File: src/vcsw_pkg.sv
package vcsw_pkg;

  // Return stack sizing.
  localparam int unsigned RETURN_STACK_DEPTH = 8;
  localparam int unsigned DEPTH_W = $clog2(RETURN_STACK_DEPTH + 1);
  localparam int unsigned SLOT_W = (RETURN_STACK_DEPTH > 1) ? $clog2(RETURN_STACK_DEPTH) : 1;
  localparam logic [DEPTH_W-1:0] DEPTH_FULL = DEPTH_W'(RETURN_STACK_DEPTH);

  // Queue between the parser and the write sequencer.
  localparam int unsigned QUEUE_DEPTH = 2;

  // Input operations.
  localparam logic OP_START = 1'b0;
  localparam logic OP_BYTE  = 1'b1;

  // Command bytes.
  localparam logic [7:0] CMD_JUMP   = 8'h4C;
  localparam logic [7:0] CMD_RETURN = 8'h60;

  // Record fields and address map.
  localparam logic [6:0] FULL_LEN     = 7'd64;
  localparam logic [5:0] PALETTE_PAGE = 6'h3F;

  typedef enum logic [2:0] {
    PH_IDLE   = 3'd0,
    PH_OPCODE = 3'd1,
    PH_JLO    = 3'd2,
    PH_JHI    = 3'd3,
    PH_DLO    = 3'd4,
    PH_FLAGS  = 3'd5,
    PH_DATA   = 3'd6
  } phase_e;

  // One parsed byte's work for the write sequencer.
  typedef struct packed {
    logic [6:0]  count;
    logic [13:0] vram_addr;
    logic        stride_32;
    logic [7:0]  data;
    logic        fetch_req;
    logic [15:0] fetch_addr;
    logic        done;
    logic        stack_err;
  } job_t;

endpackage

File: src/vcsw_queue.sv
module vcsw_queue
  import vcsw_pkg::*;
(
  input  logic clk_i,
  input  logic rst_ni,
  input  logic push_i,
  input  job_t push_data_i,
  output logic full_o,
  input  logic pop_i,
  output logic valid_o,
  output job_t pop_data_o
);

  localparam int unsigned PTR_W = (QUEUE_DEPTH > 1) ? $clog2(QUEUE_DEPTH) : 1;
  localparam int unsigned CNT_W = $clog2(QUEUE_DEPTH + 1);

  job_t mem_q [QUEUE_DEPTH];
  logic [PTR_W-1:0] wr_ptr_q, wr_ptr_d;
  logic [PTR_W-1:0] rd_ptr_q, rd_ptr_d;
  logic [CNT_W-1:0] count_q, count_d;
  logic do_push, do_pop;

  assign full_o     = (count_q == CNT_W'(QUEUE_DEPTH));
  assign valid_o    = (count_q != '0);
  assign pop_data_o = mem_q[rd_ptr_q];
  assign do_push    = push_i && !full_o;
  assign do_pop     = pop_i && valid_o;

  always_comb begin
    wr_ptr_d = wr_ptr_q;
    rd_ptr_d = rd_ptr_q;
    count_d  = count_q;
    if (do_push) begin
      wr_ptr_d = (wr_ptr_q == PTR_W'(QUEUE_DEPTH - 1)) ? '0 : wr_ptr_q + 1'b1;
    end
    if (do_pop) begin
      rd_ptr_d = (rd_ptr_q == PTR_W'(QUEUE_DEPTH - 1)) ? '0 : rd_ptr_q + 1'b1;
    end
    if (do_push && !do_pop) begin
      count_d = count_q + 1'b1;
    end else if (do_pop && !do_push) begin
      count_d = count_q - 1'b1;
    end
  end

  always_ff @(posedge clk_i or negedge rst_ni) begin
    if (!rst_ni) begin
      wr_ptr_q <= '0;
      rd_ptr_q <= '0;
      count_q  <= '0;
    end else begin
      wr_ptr_q <= wr_ptr_d;
      rd_ptr_q <= rd_ptr_d;
      count_q  <= count_d;
    end
  end

  always_ff @(posedge clk_i) begin
    if (do_push) begin
      mem_q[wr_ptr_q] <= push_data_i;
    end
  end

endmodule

File: src/vcsw_front.sv
module vcsw_front
  import vcsw_pkg::*;
(
  input  logic        clk_i,
  input  logic        rst_ni,
  input  logic        in_valid_i,
  output logic        in_ready_o,
  input  logic        operation_i,
  input  logic [15:0] start_address_i,
  input  logic [7:0]  fetched_byte_i,
  input  logic        queue_full_i,
  output logic        job_push_o,
  output job_t        job_o
);

  phase_e             phase_q, phase_d;
  logic [15:0]        src_ptr_q, src_ptr_d;
  logic [13:0]        vid_ptr_q, vid_ptr_d;
  logic [6:0]         remain_q, remain_d;
  logic               stride_q, stride_d;
  logic               fill_q, fill_d;
  logic [7:0]         held_q, held_d;
  logic [DEPTH_W-1:0] depth_q, depth_d;
  logic [15:0]        stack_q [RETURN_STACK_DEPTH];

  logic               push_ret;
  logic [DEPTH_W-1:0] depth_m1;
  logic [15:0]        src_inc;
  logic [6:0]         wr_count;
  logic [13:0]        vid_adv;
  logic               done, err;
  logic [7:0]         b;

  assign in_ready_o = !queue_full_i;
  assign job_push_o = in_valid_i && in_ready_o;
  assign b          = fetched_byte_i;
  assign depth_m1   = depth_q - 1'b1;
  assign src_inc    = src_ptr_q + 16'd1;

  always_comb begin
    phase_d   = phase_q;
    src_ptr_d = src_ptr_q;
    vid_ptr_d = vid_ptr_q;
    remain_d  = remain_q;
    stride_d  = stride_q;
    fill_d    = fill_q;
    held_d    = held_q;
    depth_d   = depth_q;
    push_ret  = 1'b0;
    wr_count  = '0;
    done      = 1'b0;
    err       = 1'b0;
    if (operation_i == OP_START) begin
      src_ptr_d = start_address_i;
      phase_d   = PH_OPCODE;
      depth_d   = '0;
      remain_d  = '0;
    end else begin
      unique case (phase_q)
        PH_OPCODE: begin
          src_ptr_d = src_inc;
          if (b[7]) begin
            phase_d = PH_IDLE;
            done    = 1'b1;
          end else if (b == CMD_JUMP) begin
            phase_d = PH_JLO;
          end else if (b == CMD_RETURN) begin
            if (depth_q == '0) begin
              err     = 1'b1;
              done    = 1'b1;
              phase_d = PH_IDLE;
            end else begin
              depth_d   = depth_m1;
              src_ptr_d = stack_q[depth_m1[SLOT_W-1:0]];
            end
          end else begin
            held_d  = b;
            phase_d = PH_DLO;
          end
        end
        PH_JLO: begin
          src_ptr_d = src_inc;
          held_d    = b;
          phase_d   = PH_JHI;
        end
        PH_JHI: begin
          src_ptr_d = src_inc;
          if (depth_q >= DEPTH_FULL) begin
            err     = 1'b1;
            done    = 1'b1;
            phase_d = PH_IDLE;
          end else begin
            push_ret  = 1'b1;
            depth_d   = depth_q + 1'b1;
            src_ptr_d = {b, held_q};
            phase_d   = PH_OPCODE;
          end
        end
        PH_DLO: begin
          src_ptr_d = src_inc;
          vid_ptr_d = {held_q[5:0], b};
          phase_d   = PH_FLAGS;
        end
        PH_FLAGS: begin
          src_ptr_d = src_inc;
          remain_d  = (b[5:0] == '0) ? FULL_LEN : {1'b0, b[5:0]};
          stride_d  = b[7];
          fill_d    = b[6];
          phase_d   = PH_DATA;
        end
        PH_DATA: begin
          src_ptr_d = src_inc;
          held_d    = b;
          // A fill record writes its whole run from this one byte.
          if (fill_q) begin
            wr_count = remain_q;
          end else begin
            wr_count = {6'd0, (remain_q != '0)};
          end
          remain_d = remain_q - wr_count;
          if (remain_d == '0) begin
            phase_d = PH_OPCODE;
          end
        end
        default: begin
          phase_d = PH_IDLE;
        end
      endcase
    end
  end

  // The video pointer moves past every write of this transaction.
  assign vid_adv = stride_q ? {2'b00, wr_count, 5'b00000} : {7'd0, wr_count};

  always_comb begin
    job_o.count      = wr_count;
    job_o.vram_addr  = vid_ptr_q;
    job_o.stride_32  = stride_q;
    job_o.data       = b;
    job_o.fetch_req  = (phase_d != PH_IDLE);
    job_o.fetch_addr = src_ptr_d;
    job_o.done       = done;
    job_o.stack_err  = err;
  end

  always_ff @(posedge clk_i or negedge rst_ni) begin
    if (!rst_ni) begin
      phase_q   <= PH_IDLE;
      src_ptr_q <= '0;
      vid_ptr_q <= '0;
      remain_q  <= '0;
      stride_q  <= 1'b0;
      fill_q    <= 1'b0;
      held_q    <= '0;
      depth_q   <= '0;
    end else if (job_push_o) begin
      phase_q   <= phase_d;
      src_ptr_q <= src_ptr_d;
      vid_ptr_q <= (phase_q == PH_DATA && operation_i == OP_BYTE) ? vid_ptr_q + vid_adv
                                                                  : vid_ptr_d;
      remain_q  <= remain_d;
      stride_q  <= stride_d;
      fill_q    <= fill_d;
      held_q    <= held_d;
      depth_q   <= depth_d;
    end
  end

  always_ff @(posedge clk_i) begin
    if (job_push_o && push_ret) begin
      stack_q[depth_q[SLOT_W-1:0]] <= src_inc;
    end
  end

endmodule

File: src/vcsw_back.sv
module vcsw_back
  import vcsw_pkg::*;
(
  input  logic        clk_i,
  input  logic        rst_ni,
  input  logic        job_valid_i,
  input  job_t        job_i,
  output logic        job_pop_o,
  output logic        out_valid_o,
  input  logic        out_ready_i,
  output logic        fetch_request_o,
  output logic [15:0] fetch_address_o,
  output logic        vram_write_o,
  output logic [13:0] vram_address_o,
  output logic [7:0]  vram_data_o,
  output logic        to_palette_o,
  output logic [4:0]  palette_index_o,
  output logic        done_res_o,
  output logic        stack_error_o,
  output logic        last_o
);

  logic        busy_q, busy_d;
  job_t        job_q;
  logic [6:0]  rem_q;
  logic [13:0] vp_q;
  logic        out_valid_q, out_valid_d;

  logic        advance, emit, is_wr, is_last, pal;

  logic        fetch_request_q, vram_write_q, to_palette_q, done_res_q, stack_error_q;
  logic        last_q;
  logic [15:0] fetch_address_q;
  logic [13:0] vram_address_q;
  logic [7:0]  vram_data_q;
  logic [4:0]  palette_index_q;

  assign advance   = !out_valid_q || out_ready_i;
  assign emit      = busy_q && advance;
  assign job_pop_o = !busy_q && job_valid_i;
  assign is_wr     = (rem_q != '0);
  // A job without writes still gives one status transaction.
  assign is_last   = (rem_q[6:1] == '0);
  assign pal       = (vp_q[13:8] == PALETTE_PAGE);

  always_comb begin
    busy_d      = busy_q;
    out_valid_d = out_valid_q;
    if (out_ready_i) begin
      out_valid_d = 1'b0;
    end
    if (emit) begin
      out_valid_d = 1'b1;
      if (is_last) begin
        busy_d = 1'b0;
      end
    end
    if (job_pop_o) begin
      busy_d = 1'b1;
    end
  end

  always_ff @(posedge clk_i or negedge rst_ni) begin
    if (!rst_ni) begin
      busy_q      <= 1'b0;
      out_valid_q <= 1'b0;
    end else begin
      busy_q      <= busy_d;
      out_valid_q <= out_valid_d;
    end
  end

  always_ff @(posedge clk_i) begin
    if (job_pop_o) begin
      job_q <= job_i;
      rem_q <= job_i.count;
      vp_q  <= job_i.vram_addr;
    end else if (emit) begin
      rem_q <= is_wr ? rem_q - 1'b1 : rem_q;
      vp_q  <= vp_q + (job_q.stride_32 ? 14'd32 : 14'd1);
    end
  end

  always_ff @(posedge clk_i) begin
    if (emit) begin
      vram_write_q    <= is_wr;
      vram_address_q  <= is_wr ? vp_q : '0;
      vram_data_q     <= is_wr ? job_q.data : '0;
      to_palette_q    <= is_wr && pal;
      palette_index_q <= (is_wr && pal) ? vp_q[4:0] : '0;
      last_q          <= is_last;
      fetch_request_q <= is_last && job_q.fetch_req;
      fetch_address_q <= is_last ? job_q.fetch_addr : '0;
      done_res_q      <= is_last && job_q.done;
      stack_error_q   <= is_last && job_q.stack_err;
    end
  end

  assign out_valid_o     = out_valid_q;
  assign fetch_request_o = fetch_request_q;
  assign fetch_address_o = fetch_address_q;
  assign vram_write_o    = vram_write_q;
  assign vram_address_o  = vram_address_q;
  assign vram_data_o     = vram_data_q;
  assign to_palette_o    = to_palette_q;
  assign palette_index_o = palette_index_q;
  assign done_res_o      = done_res_q;
  assign stack_error_o   = stack_error_q;
  assign last_o          = last_q;

endmodule

File: src/vram_command_string_writer.sv
// Path: an accepted byte's job is queued, then loaded into the sequencer's job
// register; results are registered at the outputs, held while out_ready_i is low.
// Each byte gives one result and a fill record len; the next byte loads after the last.
// A two-entry queue lets the parser keep accepting bytes while a fill burst drains.
// Reset: rst_ni clears the parser to idle, empties the queue and drops out_valid_o;
// the return stack contents are not cleared.
module vram_command_string_writer
  import vcsw_pkg::*;
(
  input  logic        clk_i,
  input  logic        rst_ni,
  input  logic        in_valid_i,
  output logic        in_ready_o,
  input  logic        operation_i,
  input  logic [15:0] start_address_i,
  input  logic [7:0]  fetched_byte_i,
  output logic        out_valid_o,
  input  logic        out_ready_i,
  output logic        fetch_request_o,
  output logic [15:0] fetch_address_o,
  output logic        vram_write_o,
  output logic [13:0] vram_address_o,
  output logic [7:0]  vram_data_o,
  output logic        to_palette_o,
  output logic [4:0]  palette_index_o,
  output logic        done_res_o,
  output logic        stack_error_o,
  output logic        last_o
);

  job_t push_job, pop_job;
  logic push, queue_full, queue_valid, pop;

  vcsw_front u_front (
    .clk_i          (clk_i),
    .rst_ni         (rst_ni),
    .in_valid_i     (in_valid_i),
    .in_ready_o     (in_ready_o),
    .operation_i    (operation_i),
    .start_address_i(start_address_i),
    .fetched_byte_i (fetched_byte_i),
    .queue_full_i   (queue_full),
    .job_push_o     (push),
    .job_o          (push_job)
  );

  vcsw_queue u_queue (
    .clk_i      (clk_i),
    .rst_ni     (rst_ni),
    .push_i     (push),
    .push_data_i(push_job),
    .full_o     (queue_full),
    .pop_i      (pop),
    .valid_o    (queue_valid),
    .pop_data_o (pop_job)
  );

  vcsw_back u_back (
    .clk_i          (clk_i),
    .rst_ni         (rst_ni),
    .job_valid_i    (queue_valid),
    .job_i          (pop_job),
    .job_pop_o      (pop),
    .out_valid_o    (out_valid_o),
    .out_ready_i    (out_ready_i),
    .fetch_request_o(fetch_request_o),
    .fetch_address_o(fetch_address_o),
    .vram_write_o   (vram_write_o),
    .vram_address_o (vram_address_o),
    .vram_data_o    (vram_data_o),
    .to_palette_o   (to_palette_o),
    .palette_index_o(palette_index_o),
    .done_res_o     (done_res_o),
    .stack_error_o  (stack_error_o),
    .last_o         (last_o)
  );

endmodule

File: config.mk
export PLATFORM = sky130hd
export DESIGN_NAME = vram_command_string_writer
export DESIGN_NICKNAME = d
export VERILOG_FILES = /design/src/vcsw_pkg.sv /design/src/vcsw_queue.sv /design/src/vcsw_front.sv /design/src/vcsw_back.sv /design/src/vram_command_string_writer.sv
export SDC_FILE = /design/constraint.sdc
export NUM_CORES = 1
export LEC_CHECK = 0
export BUFFER_PORTS_ARGS = -buffer_cell sky130_fd_sc_hd__buf_2
export CAP_MARGIN = 0
export CORE_ASPECT_RATIO = 2
export CORE_MARGIN = 4
export CORE_UTILIZATION = 31
export DETAILED_ROUTE_END_ITERATION = 16
export GPL_TIMING_DRIVEN = 0
export PLACE_DENSITY = 0.56
export SETUP_SLACK_MARGIN = 0.2
export SLEW_MARGIN = 10
export SYNTH_ARGS = -nofsm -noshare
export SYNTH_HDL_FRONTEND = slang
export SYNTH_SLANG_ARGS = --single-unit
File: constraint.sdc
create_clock -name clk_i -period 3.6 [get_ports clk_i]
set_input_delay 0 -clock clk_i [delete_from_list [all_inputs] [get_ports clk_i]]
set_output_delay 0 -clock clk_i [all_outputs]
set_load 0.05 [all_outputs]
==> metrics <==
status complete, no violations; initial core utilization 0.3149; final core utilization 0.3719; R2R setup slack 0.23 ns; Synth cell types 73; worst skew pair latency 0.59 ns; top area cells in the synthesized netlist edfxtp_1 (57%), dfrtp_1 (8.9%), mux4_2 (4.3%); CP Data Arrival Time 3.66 ns; Row Count 120; DRT Wirelength 45350 um; Placer Congestion 0.9350; share of layout cells above drive strength 1 0.2152; Setup Skew 0.01499 ns; I/O pin total 80; Routed Antenna Nets 0; final count of pins violating max slew 0; grt ovf 0; syn nets 1235; full die area 58620 um^2; Root Buffer clkbuf_16; Post-Place Cell Area 18410 um^2; top-area cell type share of the netlist area 0.5749; antenna violations before repair 1; pre-CTS WS -0.3446 ns; Core Area 53750 um^2; Synth Area per Inst 14.31 um^2; Final nets 1398; Fmax 0.2970 GHz; Period minus WS final 3.367 ns; DIE WIDTH 173.2 um; VDD IR-drop max 404.1 uV; initial DRC count 531; Tightest Pin Transition 0.9231 ns; power per cell area 770.8 nW/um^2; Post-synth EDFFs 324; post-synthesis sequential area ratio 0.6636; CP Launch Type register; DRC viols 0; crit share post-route 0.9352; Critical Path RT 3.89 ns; Die Span Y 338.4 um; RSZ-0062 raised after global routing true; Longest Clk Path Bufs 3; # setup viols final 0; post-synthesis cell count 1183; Max Cap Viol 0; Tot GR Track Use 0.1514; DR vias/cell 5.126; fin area 19990 um^2; crit path max fanout 7; # port buffers 78; CTS sink count 384; hpwl dp 34130 um; total number of vias 10473; Leak 6.992 nW; fin worst setup slack 0.2332 ns; Tightest Hold Check Type in2reg; Yosys reg bits 384; Area Overhead vs Synth 18.11%; largest net degree at the start of global routing 54; vias in the first global route 10962; Num CTS Buffers 31; Fin. Hold Viols 0; Crit Path Category reg2reg; post-DR wirelength/cell 22.20 um; Mapped Area 16920 um^2; CTS H-tree depth 1; Max transition margin 0.3799; ys async rst share 0.1563; yosys warns 0; clk slew on worst S/H paths 0.07 ns; CP endpoint kind register; Worst Hold Slack 0.06594 ns; top_reg_cell synth edfxtp_1; Yosys top cell by area edfxtp_1; TritonCTS clock tree yes; first-pass GRT wire length 67560 um; DR pass1 iterations 6
flip-flops by register name, indices dropped and copies added (netlist names), 2 cells and up:
signal and count:
u_front.stack_q 128, u_queue.mem_q 98, u_back.job_q 28, u_back.fetch_address_o 16, u_front.src_ptr_q 16, u_back.vp_q 14, u_back.vram_address_o 14, u_front.vid_ptr_q 14
u_back.vram_data_o 8, u_front.held_q 8, u_back.rem_q 7, u_front.remain_q 7, u_back.palette_index_o 5, u_front.depth_q 4, u_front.phase_q 3, u_queue.count_q 2
cells in the final DEF, fill, tap and decap left out, types with 24 or more instances in the layout:
cell type	n
a21oi_1	66
and2_1	50
buf_2	83
clkbuf_1	42
clkbuf_16	31
dfrtp_1	58
dlygate4sd3_1	28
edfxtp_1	324
inv_1	24
mux2_2	48
mux2i_1	24
mux4_2	32
nand2_1	65
nor2_1	54
o21ai_0	65
where the power goes:
group	internal, mW	leakage (nW)	switching (mW)
logic	2.14	2.74	3.18
clock network	1.94	0.504	1.55
registers	6.01	3.74	0.583
total	10.1	6.99	5.32
cells in the mapped netlist (19+ instances only):
cell type and instances:
and2_1 50, clkbuf_1 35, and3_1 21, a21oi_1 71
xor2_1 19, dfrtp_1 60, a211oi_1 19, edfxtp_1 324
nand3_1 21, o21ai_0 67, xnor2_1 22, ha_1 22
mux2_2 48, nor2b_1 19, mux2i_1 24, nor2_1 63
inv_1 26, mux4_2 32, nand2_1 66
what timing repair did:
| item | CTS | global route |
|---|---|---|
| endpoints found under the hold margin | 139 | 0 |
| setup buffers | 1 | 9 |
| gates resized for setup | 28 | 29 |
| setup endpoints to repair | 56 | 82 |
| hold buffers | 28 | 0 |
| pin swaps | 2 | 9 |
cell type report:
class	count	area, um^2
Fill cell	5135	33760
Sequential cell	384	11230
Multi-Input combinational cell	717	5537
Timing Repair Buffer	130	963.4
Clock buffer	49	903.4
Tap cell	671	839.6
Buffer	55	282.8
Clock inverter	9	126.4
Inverter	27	101.3
Antenna cell	1	2.502
worst max-delay path: stages (launching register included):
cell and delay (ns):
dfrtp_2 0.48, nor4_4 0.39, nand2_2 0.13, nor2_4 0.15
o21ai_4 0.09, ha_4 0.18, inv_1 0.07, ha_2 0.17
buf_6 0.12, o32ai_4 0.09, or3b_1 0.38, a2111o_1 0.41
a21oi_2 0.22, nand3_2 0.16
stage by stage:
stage	power, mW	TNS [ns]	std cells
6_report	15.41	0	2043
4_1_cts	15.25	0	2033
3_5_place_dp	11.60	-8.221	1946
3_3_place_gp	11.46	-97.41	1932
5_1_grt	16.17	0	2042
2_1_floorplan	9.947	0	1183
cell families after synthesis:
family	count (synthesis)	synth area share
AOI/OAI and AO/OA	248	0.09397
adders and majority gates	23	0.01745
DFF	384	0.6636
muxes	104	0.08872
xor gates and xnor gates	42	0.02218
and+or+nand+nor	300	0.09367
buffers and inverters	82	0.02040
path summary, 6_finish.rpt:
path / from / to / depth (start not counted)
max: u_front.remain_q[4] / u_queue.mem_q[1][18] / 13
min: start_address_i[2] / u_queue.mem_q[1][4] / 2
max reg2reg: u_front.remain_q[4] / u_queue.mem_q[1][18] / 13
min reg2reg: u_front.remain_q[0] / u_front.remain_q[0] / 2
max in group asynchronous: rst_ni / u_front.vid_ptr_q[6] / 4
min in group asynchronous: rst_ni / u_front.held_q[2] / 4
metal layers:
metal / track usage / vias up / part of all wire
met5: 0 / - / 0
met4: 0.1032 / 0 / 0.076
li1: - / 4852 / -
met2: 0.3112 / 291 / 0.58
met3: 0.01753 / 126 / 0.033
met1: 0.1314 / 5204 / 0.31
No activity file was read; power rests on OpenSTA's default activity.
